===== config.mk =====
export PLATFORM = sky130hd
export DESIGN_NAME = particle_pool_update_core
export DESIGN_NICKNAME = d
export VERILOG_FILES = /design/src/design/ppu_pkg.sv /design/src/design/ppu_ram.sv /design/src/design/ppu_sat_add.sv /design/src/design/particle_pool_update_core.sv
export VERILOG_INCLUDE_DIRS = /design/src /design/src/design
export SDC_FILE = /design/constraint.sdc
export NUM_CORES = 2
export LEC_CHECK = 0
export BUFFER_PORTS_ARGS = -buffer_cell sky130_fd_sc_hd__buf_2
export CORE_ASPECT_RATIO = 2
export CORE_MARGIN = 5
export CORE_UTILIZATION = 55
export CTS_BUF_LIST = sky130_fd_sc_hd__clkbuf_8
export DETAILED_ROUTE_END_ITERATION = 10
export GPL_TIMING_DRIVEN = 0
export PLACE_DENSITY = 0.71
export SLEW_MARGIN = 20
export SYNTH_ARGS = -nofsm -noshare
export SYNTH_HDL_FRONTEND = slang
export SYNTH_SLANG_ARGS = --single-unit

===== constraint.sdc =====
create_clock -name clk -period 9.7 [get_ports clk]
set_clock_uncertainty 0.2 [all_clocks]
set_input_delay 1.94 -clock clk [delete_from_list [all_inputs] [get_ports clk]]
set_output_delay 1.94 -clock clk [all_outputs]
set_load 0.01 [all_outputs]

===== src/design/particle_pool_update_core_macros.svh =====
// Assertion macros shared by the particle pool RTL.
`ifndef PARTICLE_POOL_UPDATE_CORE_MACROS_SVH
`define PARTICLE_POOL_UPDATE_CORE_MACROS_SVH

// Same-cycle implication, disabled while reset is asserted.
`define PPU_ASSERT_IMP(lbl, clk, rst_n, ante, cons, msg) \
	lbl: assert property (@(posedge clk) disable iff (!rst_n) (ante) |-> (cons)) \
		else $error(msg);

// Next-cycle implication, disabled while reset is asserted.
`define PPU_ASSERT_NXT(lbl, clk, rst_n, ante, cons, msg) \
	lbl: assert property (@(posedge clk) disable iff (!rst_n) (ante) |=> (cons)) \
		else $error(msg);

`endif


===== src/design/ppu_pkg.sv =====
// Types and constants of the particle pool update core.
`timescale 1ns / 1ps

package ppu_pkg;

	localparam int POOL_SIZE_DEF = 32;

	localparam logic [1:0] OP_TICK   = 2'd0;
	localparam logic [1:0] OP_CREATE = 2'd1;
	localparam logic [1:0] OP_CLEAR  = 2'd2;

	localparam logic [1:0] RK_CREATE = 2'd0;
	localparam logic [1:0] RK_PART   = 2'd1;
	localparam logic [1:0] RK_EMPTY  = 2'd2;
	localparam logic [1:0] RK_CLEAR  = 2'd3;

	typedef struct packed {
		logic [1:0]         opcode;
		logic [1:0]         kind;
		logic signed [15:0] pos_x;
		logic signed [15:0] pos_y;
		logic signed [15:0] vel_x;
		logic signed [15:0] vel_y;
		logic [15:0]        life_ticks;
	} req_t;

	typedef struct packed {
		logic [1:0]         result_kind;
		logic               accepted;
		logic [1:0]         out_kind;
		logic signed [15:0] out_x;
		logic signed [15:0] out_y;
		logic signed [15:0] out_vx;
		logic signed [15:0] out_vy;
		logic [15:0]        out_life;
		logic [15:0]        out_max_life;
		logic               last;
	} res_t;

	// One stored particle, as kept in the pool memory.
	typedef struct packed {
		logic [1:0]         kind;
		logic signed [15:0] x;
		logic signed [15:0] y;
		logic signed [15:0] vx;
		logic signed [15:0] vy;
		logic [15:0]        life;
		logic [15:0]        max_life;
	} entry_t;

	localparam int ENTRY_W = $bits(entry_t);

endpackage


===== src/design/ppu_ram.sv =====
// Generic single-write, single-read RAM with registered read data.
`timescale 1ns / 1ps

module ppu_ram #(
	parameter int WIDTH = 8,
	parameter int DEPTH = 32
) (
	input  logic                                    clk,
	input  logic                                    we,
	input  logic [((DEPTH > 1) ? $clog2(DEPTH) : 1)-1:0] waddr,
	input  logic [WIDTH-1:0]                        wdata,
	input  logic                                    re,
	input  logic [((DEPTH > 1) ? $clog2(DEPTH) : 1)-1:0] raddr,
	output logic [WIDTH-1:0]                        rdata
);

	logic [WIDTH-1:0] mem_q [DEPTH];
	logic [WIDTH-1:0] rdata_q;

	always_ff @(posedge clk) begin
		if (we) begin
			mem_q[waddr] <= wdata;
		end
		if (re) begin
			rdata_q <= mem_q[raddr];
		end
	end

	assign rdata = rdata_q;

endmodule


===== src/design/ppu_sat_add.sv =====
// Shared 16-bit signed saturating adder for position updates.
`timescale 1ns / 1ps

module ppu_sat_add (
	input  logic signed [15:0] a,
	input  logic signed [15:0] b,
	output logic signed [15:0] y
);

	logic [16:0] sum;

	assign sum = {a[15], a} + {b[15], b};

	always_comb begin
		if (sum[16] != sum[15]) begin
			y = sum[16] ? 16'sh8000 : 16'sh7fff;
		end else begin
			y = sum[15:0];
		end
	end

endmodule


===== src/design/particle_pool_update_core.sv =====
// Top level: particle pool with create, clear and tick-update sequencer.
`timescale 1ns / 1ps
`include "particle_pool_update_core_macros.svh"

//  channel   | handshake                 | payload
//  ----------+---------------------------+------------------
//  request   | req_valid / req_stall     | req (ppu_pkg::req_t)
//  result    | res_valid / res_stall     | res (ppu_pkg::res_t)
//
// A tick reads each stored particle in turn; the single pool RAM read port and
// the one saturating adder (x, then y) set the tick pace.
// Reset clears the sequencer and the live count; the pool RAM is not cleared.
// res_stall holds the output register; a tick scan waits only when a new survivor
// must push the previous one out while that register is held. req_stall is high while busy.

module particle_pool_update_core #(
	parameter int POOL_SIZE = ppu_pkg::POOL_SIZE_DEF
) (
	input  logic          clk,
	input  logic          arst_n,
	input  logic          req_valid,
	output logic          req_stall,
	input  ppu_pkg::req_t req,
	output logic          res_valid,
	input  logic          res_stall,
	output ppu_pkg::res_t res
);

	localparam int CNT_W = $clog2(POOL_SIZE + 1);
	localparam int IDX_W = (POOL_SIZE > 1) ? $clog2(POOL_SIZE) : 1;

	typedef enum logic [5:0] {
		ST_IDLE = 6'b000001,
		ST_CRT  = 6'b000010,
		ST_RD   = 6'b000100,
		ST_EVX  = 6'b001000,
		ST_EVY  = 6'b010000,
		ST_FIN  = 6'b100000
	} state_t;

	state_t state_q;

	logic [CNT_W-1:0] cnt_q;
	logic [CNT_W-1:0] i_q;
	logic [CNT_W-1:0] w_q;
	logic             pend_v_q;
	logic             out_valid_q;

	ppu_pkg::req_t    req_q;
	ppu_pkg::res_t    pend_q;
	ppu_pkg::res_t    fin_q;
	ppu_pkg::res_t    out_q;
	logic signed [15:0] x_new_q;

	logic                        ram_we;
	logic [IDX_W-1:0]            ram_waddr;
	logic [ppu_pkg::ENTRY_W-1:0] ram_wdata;
	logic                        ram_re;
	logic [ppu_pkg::ENTRY_W-1:0] ram_rdata;

	ppu_pkg::entry_t rd_entry;
	ppu_pkg::entry_t upd_entry;
	ppu_pkg::entry_t new_entry;
	ppu_pkg::res_t   upd_res;
	ppu_pkg::res_t   out_d;
	ppu_pkg::res_t   fin_d;
	logic            fin_ld;

	logic signed [15:0] alu_a;
	logic signed [15:0] alu_b;
	logic signed [15:0] alu_y;

	logic req_acc;
	logic out_free;
	logic scan_end;
	logic survive;
	logic need_push;
	logic evy_go;
	logic load_out;
	logic pool_ok;

	assign req_acc   = req_valid && !req_stall;
	assign req_stall = (state_q != ST_IDLE);
	assign out_free  = !out_valid_q || !res_stall;
	assign scan_end  = (i_q == cnt_q);
	assign pool_ok   = (cnt_q < CNT_W'(POOL_SIZE));

	assign rd_entry = ppu_pkg::entry_t'(ram_rdata);
	assign survive  = (rd_entry.life > 16'd1);

	// One adder serves x in ST_EVX and y in ST_EVY.
	assign alu_a = (state_q == ST_EVX) ? rd_entry.x  : rd_entry.y;
	assign alu_b = (state_q == ST_EVX) ? rd_entry.vx : rd_entry.vy;

	ppu_sat_add u_add (
		.a (alu_a),
		.b (alu_b),
		.y (alu_y)
	);

	always_comb begin
		upd_entry          = rd_entry;
		upd_entry.x        = x_new_q;
		upd_entry.y        = alu_y;
		upd_entry.life     = rd_entry.life - 16'd1;

		new_entry          = '0;
		new_entry.kind     = req_q.kind;
		new_entry.x        = req_q.pos_x;
		new_entry.y        = req_q.pos_y;
		new_entry.vx       = req_q.vel_x;
		new_entry.vy       = req_q.vel_y;
		new_entry.life     = req_q.life_ticks;
		new_entry.max_life = req_q.life_ticks;

		upd_res              = '0;
		upd_res.result_kind  = ppu_pkg::RK_PART;
		upd_res.out_kind     = upd_entry.kind;
		upd_res.out_x        = upd_entry.x;
		upd_res.out_y        = upd_entry.y;
		upd_res.out_vx       = upd_entry.vx;
		upd_res.out_vy       = upd_entry.vy;
		upd_res.out_life     = upd_entry.life;
		upd_res.out_max_life = upd_entry.max_life;
	end

	// Final result of a request: clear, create answer, last survivor or empty marker.
	always_comb begin
		fin_ld     = 1'b0;
		fin_d      = '0;
		fin_d.last = 1'b1;
		if (req_acc && (req.opcode == ppu_pkg::OP_CLEAR)) begin
			fin_ld            = 1'b1;
			fin_d.result_kind = ppu_pkg::RK_CLEAR;
		end else if (state_q == ST_CRT) begin
			fin_ld            = 1'b1;
			fin_d.result_kind = ppu_pkg::RK_CREATE;
			fin_d.accepted    = pool_ok;
		end else if ((state_q == ST_RD) && scan_end) begin
			fin_ld = 1'b1;
			if (pend_v_q) begin
				fin_d      = pend_q;
				fin_d.last = 1'b1;
			end else begin
				fin_d.result_kind = ppu_pkg::RK_EMPTY;
			end
		end
	end

	// A survivor is sent early only once the next one proves it is not last; else at scan end.
	assign need_push = survive && pend_v_q;
	assign evy_go    = (state_q == ST_EVY) && (!need_push || out_free);
	assign load_out  = ((state_q == ST_FIN) && out_free) ||
	                   ((state_q == ST_EVY) && need_push && out_free);
	assign out_d     = (state_q == ST_FIN) ? fin_q : pend_q;

	always_comb begin
		ram_we    = 1'b0;
		ram_waddr = w_q[IDX_W-1:0];
		ram_wdata = upd_entry;
		if ((state_q == ST_CRT) && pool_ok) begin
			ram_we    = 1'b1;
			ram_waddr = cnt_q[IDX_W-1:0];
			ram_wdata = new_entry;
		end else if (evy_go && survive) begin
			ram_we = 1'b1;
		end
	end

	assign ram_re = (state_q == ST_RD) && !scan_end;

	ppu_ram #(
		.WIDTH (ppu_pkg::ENTRY_W),
		.DEPTH (POOL_SIZE)
	) u_pool (
		.clk   (clk),
		.we    (ram_we),
		.waddr (ram_waddr),
		.wdata (ram_wdata),
		.re    (ram_re),
		.raddr (i_q[IDX_W-1:0]),
		.rdata (ram_rdata)
	);

	// Control state.
	always_ff @(posedge clk or negedge arst_n) begin
		if (!arst_n) begin
			state_q     <= ST_IDLE;
			cnt_q       <= '0;
			i_q         <= '0;
			w_q         <= '0;
			pend_v_q    <= 1'b0;
			out_valid_q <= 1'b0;
		end else begin
			if (load_out) begin
				out_valid_q <= 1'b1;
			end else if (!res_stall) begin
				out_valid_q <= 1'b0;
			end

			unique case (state_q)
				ST_IDLE: begin
					if (req_acc) begin
						unique case (req.opcode)
							ppu_pkg::OP_TICK: begin
								i_q      <= '0;
								w_q      <= '0;
								pend_v_q <= 1'b0;
								state_q  <= ST_RD;
							end
							ppu_pkg::OP_CREATE: begin
								state_q <= ST_CRT;
							end
							ppu_pkg::OP_CLEAR: begin
								cnt_q   <= '0;
								state_q <= ST_FIN;
							end
							default: begin
								state_q <= ST_IDLE;
							end
						endcase
					end
				end
				ST_CRT: begin
					if (pool_ok) begin
						cnt_q <= cnt_q + 1'b1;
					end
					state_q <= ST_FIN;
				end
				ST_RD: begin
					if (scan_end) begin
						cnt_q   <= w_q;
						state_q <= ST_FIN;
					end else begin
						state_q <= ST_EVX;
					end
				end
				ST_EVX: begin
					state_q <= ST_EVY;
				end
				ST_EVY: begin
					if (evy_go) begin
						if (survive) begin
							w_q      <= w_q + 1'b1;
							pend_v_q <= 1'b1;
						end
						i_q     <= i_q + 1'b1;
						state_q <= ST_RD;
					end
				end
				ST_FIN: begin
					if (out_free) begin
						state_q <= ST_IDLE;
					end
				end
				default: begin
					state_q <= ST_IDLE;
				end
			endcase
		end
	end

	// Payload registers.
	always_ff @(posedge clk) begin
		if (req_acc) begin
			req_q <= req;
		end
		if (fin_ld) begin
			fin_q <= fin_d;
		end
		if (state_q == ST_EVX) begin
			x_new_q <= alu_y;
		end
		if (evy_go && survive) begin
			pend_q <= upd_res;
		end
		if (load_out) begin
			out_q <= out_d;
		end
	end

	assign res_valid = out_valid_q;
	assign res       = out_q;

	`PPU_ASSERT_IMP(a_cnt_bound, clk, arst_n, 1'b1, cnt_q <= CNT_W'(POOL_SIZE), "live count above pool size")
	`PPU_ASSERT_IMP(a_compact_order, clk, arst_n, state_q == ST_EVY, w_q <= i_q, "compaction write index passed read index")
	`PPU_ASSERT_IMP(a_out_load_free, clk, arst_n, load_out, out_free, "output register overwritten while held")
	`PPU_ASSERT_NXT(a_tick_count, clk, arst_n, (state_q == ST_RD) && scan_end, cnt_q == $past(w_q), "live count not set to survivor count")

endmodule


### Yosys cells after proc, flatten, opt, wreduce, memory -nomap -nowiden

Memory sizes are Yosys's and may differ from the RTL's. A register that Yosys moved wholly into a read port is not among the register bits.
Index checks and enable logic that the tools add are counted.

* $add $sub $neg: 5
* magnitude comparators: 2
* eq/ne operators: 20
* muxes and demuxes: 43
* bitwise gates (word level): 2
* reduce and logical (&&, ||, !) cells: 28

Operators with widths (number)
* 99-bit 2-to-1 mux: 2
* 102-bit 2-to-1 mux: 1
* 98-bit 2-to-1 mux: 1
* 6-bit 2-to-1 mux: 13
* 16-bit 2-to-1 mux: 4
* 6-bit case mux with 3 select lines: 2
* 6-bit case mux with 6 select lines: 1
* 6-bit case mux with 2 select lines: 2
* 6-bit by 1-bit adder with 6-bit output, second input constant: 3
* 16-bit by 16-bit adder with 17-bit output: 1
* 16-bit by 1-bit greater-than comparator with 1-bit output, second input constant: 1
* 16-bit by 1-bit subtractor with 16-bit output, second input constant: 1
* 2-bit inequality test, second input constant: 7
* 1-bit 2-to-1 mux: 13
* 1-bit logical AND: 11
* 5-bit AND reduction: 2
* 6-bit by 1-bit == test with 1-bit output, second input constant: 1
* 6-bit by 2-bit == test with 1-bit output, second input constant: 1
* 6-bit by 3-bit == test with 1-bit output, second input constant: 1
* 6-bit by 4-bit == test with 1-bit output, second input constant: 1
* 6-bit by 5-bit == test with 1-bit output, second input constant: 1
* 6-bit == test: 1
* 6-bit == test, second input constant: 1
* 6-bit less-than comparator, second input constant: 1
* other kinds (19): 27

* bits in registers: 426
* bits in writable memories: 3136
* bits of input ports: 88
* output and inout port bits: 104
* logic and storage cells: 141
* memories kept: 1

Memories
* u_pool.mem_q: depth 32, width 98, read ports 1, clocked after memory_dff 1, write ports 1, RTL line ppu_ram.sv:17 `logic [WIDTH-1:0] mem_q [DEPTH];`

### Longest topological paths before layout

* word-level depth: 10
* depth in mapped cells: 17
* gate-level depth less buffers: 15

### Cells and area by module

From an unflattened synthesis, not the netlist that was laid out.

* cell total of the unflattened synthesis: 7153
* area, all modules: 140592.3 um2

Modules (own cells, without submodules)
* ppu_ram: times used 1, cells an instance 5724, area each 122013.3 um2, sequential area each 97113.1 um2
* particle_pool_update_core: times used 1, cells an instance 1279, area each 17439.2 um2, sequential area each 12633.4 um2
* ppu_sat_add: times used 1, cells an instance 150, area each 1139.8 um2, sequential area each 0.0 um2

### Least setup slack after synthesis

OpenSTA, ideal clock, no wires.

* path type: input port to flip-flop
* start point: in res_stall
* end point: mem u_pool.mem_q[11][0] (netlist name), enable pin
* library setup time: 556 ps
* arrival: 8846 ps
* required time: 8944 ps
* path slack: 98 ps
* stages on the path: 5
* buffers on the path: 0
* cell sequence: nand3_1 nand2_2 inv_1 a31oi_2 nor2_1

* longest elaborated chain between the ends: 9

Ends and longest elaborated chain
* start, declared: RTL line particle_pool_update_core.sv:25 `input logic res_stall,`
* 1-bit zero test
* 1-bit logical OR: RTL line particle_pool_update_core.sv:84 `assign out_free = !out_valid_q || !res_stall;`
* 1-bit logical OR: RTL line particle_pool_update_core.sv:152 `assign evy_go = (state_q == ST_EVY) && (!need_push || out_free);`
* 1-bit logical AND: RTL line particle_pool_update_core.sv:152
* 1-bit logical AND: RTL line particle_pool_update_core.sv:165 `end else if (evy_go && survive) begin`
* 1-bit 2-to-1 mux: RTL line particle_pool_update_core.sv:165
* 1-bit 2-to-1 mux: RTL line particle_pool_update_core.sv:161 `if ((state_q == ST_CRT) && pool_ok) begin`
* 1-bit 2-to-1 mux: RTL line ppu_ram.sv:21 `if (we) begin`
* 1-bit 2-to-1 mux (implied by the code): RTL line ppu_ram.sv:22 `mem_q[waddr] <= wdata;`
* end, declared: RTL line ppu_ram.sv:17

Every way passes these cells.

### Final worst setup path

* start point: reg state_q[1]
* end point: mem u_pool.mem_q[17][77] (netlist name), data pin

* longest elaborated chain between the ends: 6
* elaborated cells on any way between the ends: 10
* those cells by class: 1 x add/sub; 3 x eq/ne; 5 x mux; 1 x reduce/logical

Ends and longest elaborated chain
* start, declared: RTL line particle_pool_update_core.sv:41 `state_t state_q;`
* start signal, assigned: RTL line particle_pool_update_core.sv:188 `state_q <= ST_IDLE;`
* start signal, assigned: RTL line particle_pool_update_core.sv:209 `state_q <= ST_RD;`
* start signal, assigned: RTL line particle_pool_update_core.sv:212 `state_q <= ST_CRT;`
* 6-bit by 4-bit == test with 1-bit output: RTL line particle_pool_update_core.sv:92, particle_pool_update_core.sv:93
* 16-bit 2-to-1 mux, on equally long branches: RTL line particle_pool_update_core.sv:92, particle_pool_update_core.sv:93
* 16-bit by 16-bit adder with 17-bit output: RTL line ppu_sat_add.sv:12 `assign sum = {a[15], a} + {b[15], b};`
* 16-bit 2-to-1 mux / 1-bit inequality test (equally long branches): RTL line ppu_sat_add.sv:16, ppu_sat_add.sv:15
* 16-bit 2-to-1 mux: RTL line ppu_sat_add.sv:15 `if (sum[16] != sum[15]) begin`
* 98-bit 2-to-1 mux *: RTL line particle_pool_update_core.sv:161
* via ram_wdata (one bit): RTL line particle_pool_update_core.sv:57 `logic [ppu_pkg::ENTRY_W-1:0] ram_wdata;`

The timed path passes the listed nets; every way through them passes the cells marked *.

==> metrics.csv <==
stage;metric;value;unit
synth;syn_inst;6159;
placed_design;placed_cells;9907;
worst_hold_path;holdPathEnd;pend_q[14]$_DFFE_PP_;
cts;cts_max_level;5;
synth;avgSynthCellArea;22.67;um^2
critical_path;cp.required;10.21;ns
route;first_pass_iters;5;
grt;overflow;0;
cts;cts_setup_buffers;0;
critical_path;r2r-start;state_q[1]$_DFFE_PN0P_;
synth;ys_warn_count;0;
route;routed_wl;400.0;mm
pwr;p_int;26540;uW
pwr;clock_power_share;30.6;%
critical_path;setup.worst_path.end_class;flip-flop;
die;fp.coreArea;252800;um^2
die;die_area;264700;um^2
grt;antenna_found_initial;30;
synth;synth_edf_count;3633;
synth;synth_top_area_share;78.12;%
critical_path;worst_r2r_path_depth;17;
sta;fin_crit_sh;72.07;%
sta;worst_pin_slew;1.222;ns
cts;clk_path_buf_depth;4;
route;drt_iter0_markers;10148;
critical_path;cp_data_arrival_time;7.50;ns
cts;cts_buffers;478;
final_layout;post_route_cells_drive_above_1_share;32.44;%
run_status;status;finished, final reports clean;
sta;min_period;6.991;ns
synth;async_flop_share;0.7106;%
grt;globalRouteTotalUtil;30.23;%
synth;synth_flop_cell;edfxtp_1;
die;die_h;722.6;um
cts;cts_sinks;3659;
cts;cts_tree;done;
synth;yosys-top-cells-count;3,633 x edfxtp_1, 980 x mux4_2, 625 x nand2_1;
synth;yosysSeqAreaShare;78.59;%
pwr;power_leakage;0.05092;uW
grt;grt_max_degree;69;
sta;fin_tns_setup;0;ns
pwr;swShare;27.17;%
placed_design;placement.setup.worst_slack;3.121;ns
final_layout;nFillCells;16272;
synth;ys_ff_latch;3659;
pwr;pwr-share-comb;18.3;%
worst_hold_path;hold_path_depth;0;
die;die_x;366.3;um
cts;cts_hold_buf;0;
pwr;seq_power_share;51.0;%
sta;setup_slack;2.709;ns
pwr;power.density;226.9;nW/um^2
synth;syn_nets;6269;
synth;synth_top_cell_by_area;edfxtp_1;
cts;clockRootBuffer;clkbuf_8;
critical_path;crit_type;reg -> reg;
final_layout;stdcell_count;10797;
route;avgRoutedWirePerCell;37.04;um
cts;cts-resized-gates;0;
critical_path;r2r_slack;2.71;ns
route;vias;71266;
route;ant_nets;0;
worst_hold_path;hp-start;u_pool.rdata[13]$_DFFE_PP_;
synth;synth.cell_area;139700;um^2
sta;hold_slack;0.2269;ns
pwr;vdd_drop_max;0.1488;mV
die;initial_core_util;55.25;%
sta;finalSetupViolCount;0;
synth;yosysMostFrequentCell;edfxtp_1;
placed_design;hpwl;272.1;mm
pwr;p_sw;9898;uW
synth;synth.distinct_cells;71;
route;drc_errors;0;
cts;clkTransAtPathRegs;0.07;ns
sta;drv_slew;0;
die;placementRows;261;
grt;grt_pass1_vias;72665;
critical_path;worstSetupStartpointType;flip-flop;
sta;relSlewSlack;18.51;%
sta;rsz0062_at_grt;false;
worst_hold_path;hold_path.class;reg -> reg;
placed_design;portBuffers;191;
placed_design;finalWeightedCongestion;0.8663;
final_layout;final_nets;7211;
run;drv_cap;0;
grt;grt_pass1_wl;555.6;mm
critical_path;critPathMaxFanout;32;
cts;clk_latency;1.12;ns
synth;ys_top_cells_by_area;edfxtp_1 78%, mux4_2 16%, nand2_1 1.7%;
final_layout;syn_to_final_growth;15.00;%
critical_path;r2r-end;u_pool.mem_q[17][77]$_DFFE_PP_;
sta;fmax;0.1430;GHz
die;io_pins;192;
route;vias_per_cell;6.601;
sta;hold_violations;0;
==> logic make-up (layout without fill, tap and decap cells) <==
group,count (synthesis),count (layout),share of synthesized area (%)
muxes,1081,1081,16.62
other,0,17,0
xor gates and xnor gates,35,35,0.2249
DFF,3659,3659,78.59
buffers and inverters,323,1657,0.9882
and+or+nand+nor,915,915,2.794
adders and majority gates,22,22,0.2025
AOI/OAI and AO/OA,124,124,0.5842
==> layout make-up <==
type	count	area (um^2)	share of cell area (%)
plain buffers	301	1384	0.8617
multi-input cells	2177	29040	18.08
inverters	22	92.59	0.05765
clock inverters	388	2414	1.503
flip-flops and latches	3659	109700	68.34
diodes	17	42.54	0.02649
well taps	3287	4113	2.561
clock buffers	484	6661	4.148
repair buffers	462	7101	4.421
==> stage by stage <==
step / instance area, um^2 / util, % / power [uW]
global placement: 144700 / 57.26 / 25290
CTS: 160500 / 63.48 / 36540
floorplan: 139700 / - / 23040
global route: 160600 / 63.52 / 37570
detailed placement: 151400 / 59.89 / 25600
finish: 160600 / 63.54 / 36440
==> power by group through the flow <==
stage	sequential (uW)	combinational, uW	clock, uW
detailed placement	18900	6680	0
floorplan	18900	4160	0
global placement	19000	6240	0
finish	18600	6680	11200
global route	18600	6980	12000
CTS	18600	6700	11200
==> critical path, stage by stage (launching register included) <==
cell and delay, ns:
dfrtp_1 0.43, nor4_1 0.40, nand3b_1 0.62, clkinv_1 0.50, buf_1 0.55, nand2_1 0.33, nand2_1 0.12, ha_1 0.20
inv_1 0.08, fa_1 0.45, nor2b_1 0.18, o2111ai_1 0.21, a211oi_2 0.36, o211ai_1 0.18, a31oi_2 0.49, o21ai_2 0.23
buf_2 0.30, o21ai_4 0.71
==> layer usage <==
metal / part of all wire [%] / global-route usage [%] / vias to the layer above
met1: 31 / 35.15 / 37054
met5: 0.015 / 0 / -
met2: 51 / 51.41 / 5340
met4: 8.0 / 19.19 / 8
met3: 10 / 6.603 / 1299
li1: - / - / 27565
==> placed cells by master (no fill, tap or decap), types with 23 or more instances in the layout <==
master / n
nand2_2: 23
mux2_2: 101
and2_1: 103
nand2_1: 603
mux4_2: 980
clkbuf_8: 484
buf_12: 137
nor2_1: 69
inv_1: 129
nor2_4: 39
clkbuf_1: 128
buf_2: 272
a21oi_1: 32
clkbuf_2: 50
clkinv_2: 88
clkinv_1: 139
buf_16: 115
dfrtp_1: 25
edfxtp_1: 3633
bufinv_16: 26
==> how the worst max path moves through the flow <==
| stage | startpoint | end | slack [ns] | cells after the start |
|---|---|---|---|---|
| 3_3_place_gp | res_stall | u_pool.mem_q[7][78]$_DFFE_PP_ | -8.55 | 6 |
| 4_1_cts | state_q[1]$_DFFE_PN0P_ | u_pool.mem_q[17][77]$_DFFE_PP_ | 3.05 | 17 |
| 5_1_grt | state_q[1]$_DFFE_PN0P_ | u_pool.mem_q[24][74]$_DFFE_PP_ | 2.53 | 17 |
| 3_5_place_dp | state_q[1]$_DFFE_PN0P_ | u_pool.mem_q[24][77]$_DFFE_PP_ | 3.12 | 17 |
| 2_1_floorplan | res_stall | u_pool.mem_q[11][0]$_DFFE_PP_ | 0.1 | 5 |
| 6_report | state_q[1]$_DFFE_PN0P_ | u_pool.mem_q[17][77]$_DFFE_PP_ | 2.71 | 17 |
==> state kept, by name (all words and copies together), names as in the netlist <==
signal / count
cnt_q: 6
fin_q: 101
i_q: 6
new_entry: 82
pend_q: 98
pend_v_q: 1
res: 102
res_valid: 1
state_q: 6
u_pool.mem_q: 3136
u_pool.rdata: 98
w_q: 6
x_new_q: 16
Power figures use the tool's default switching activity.
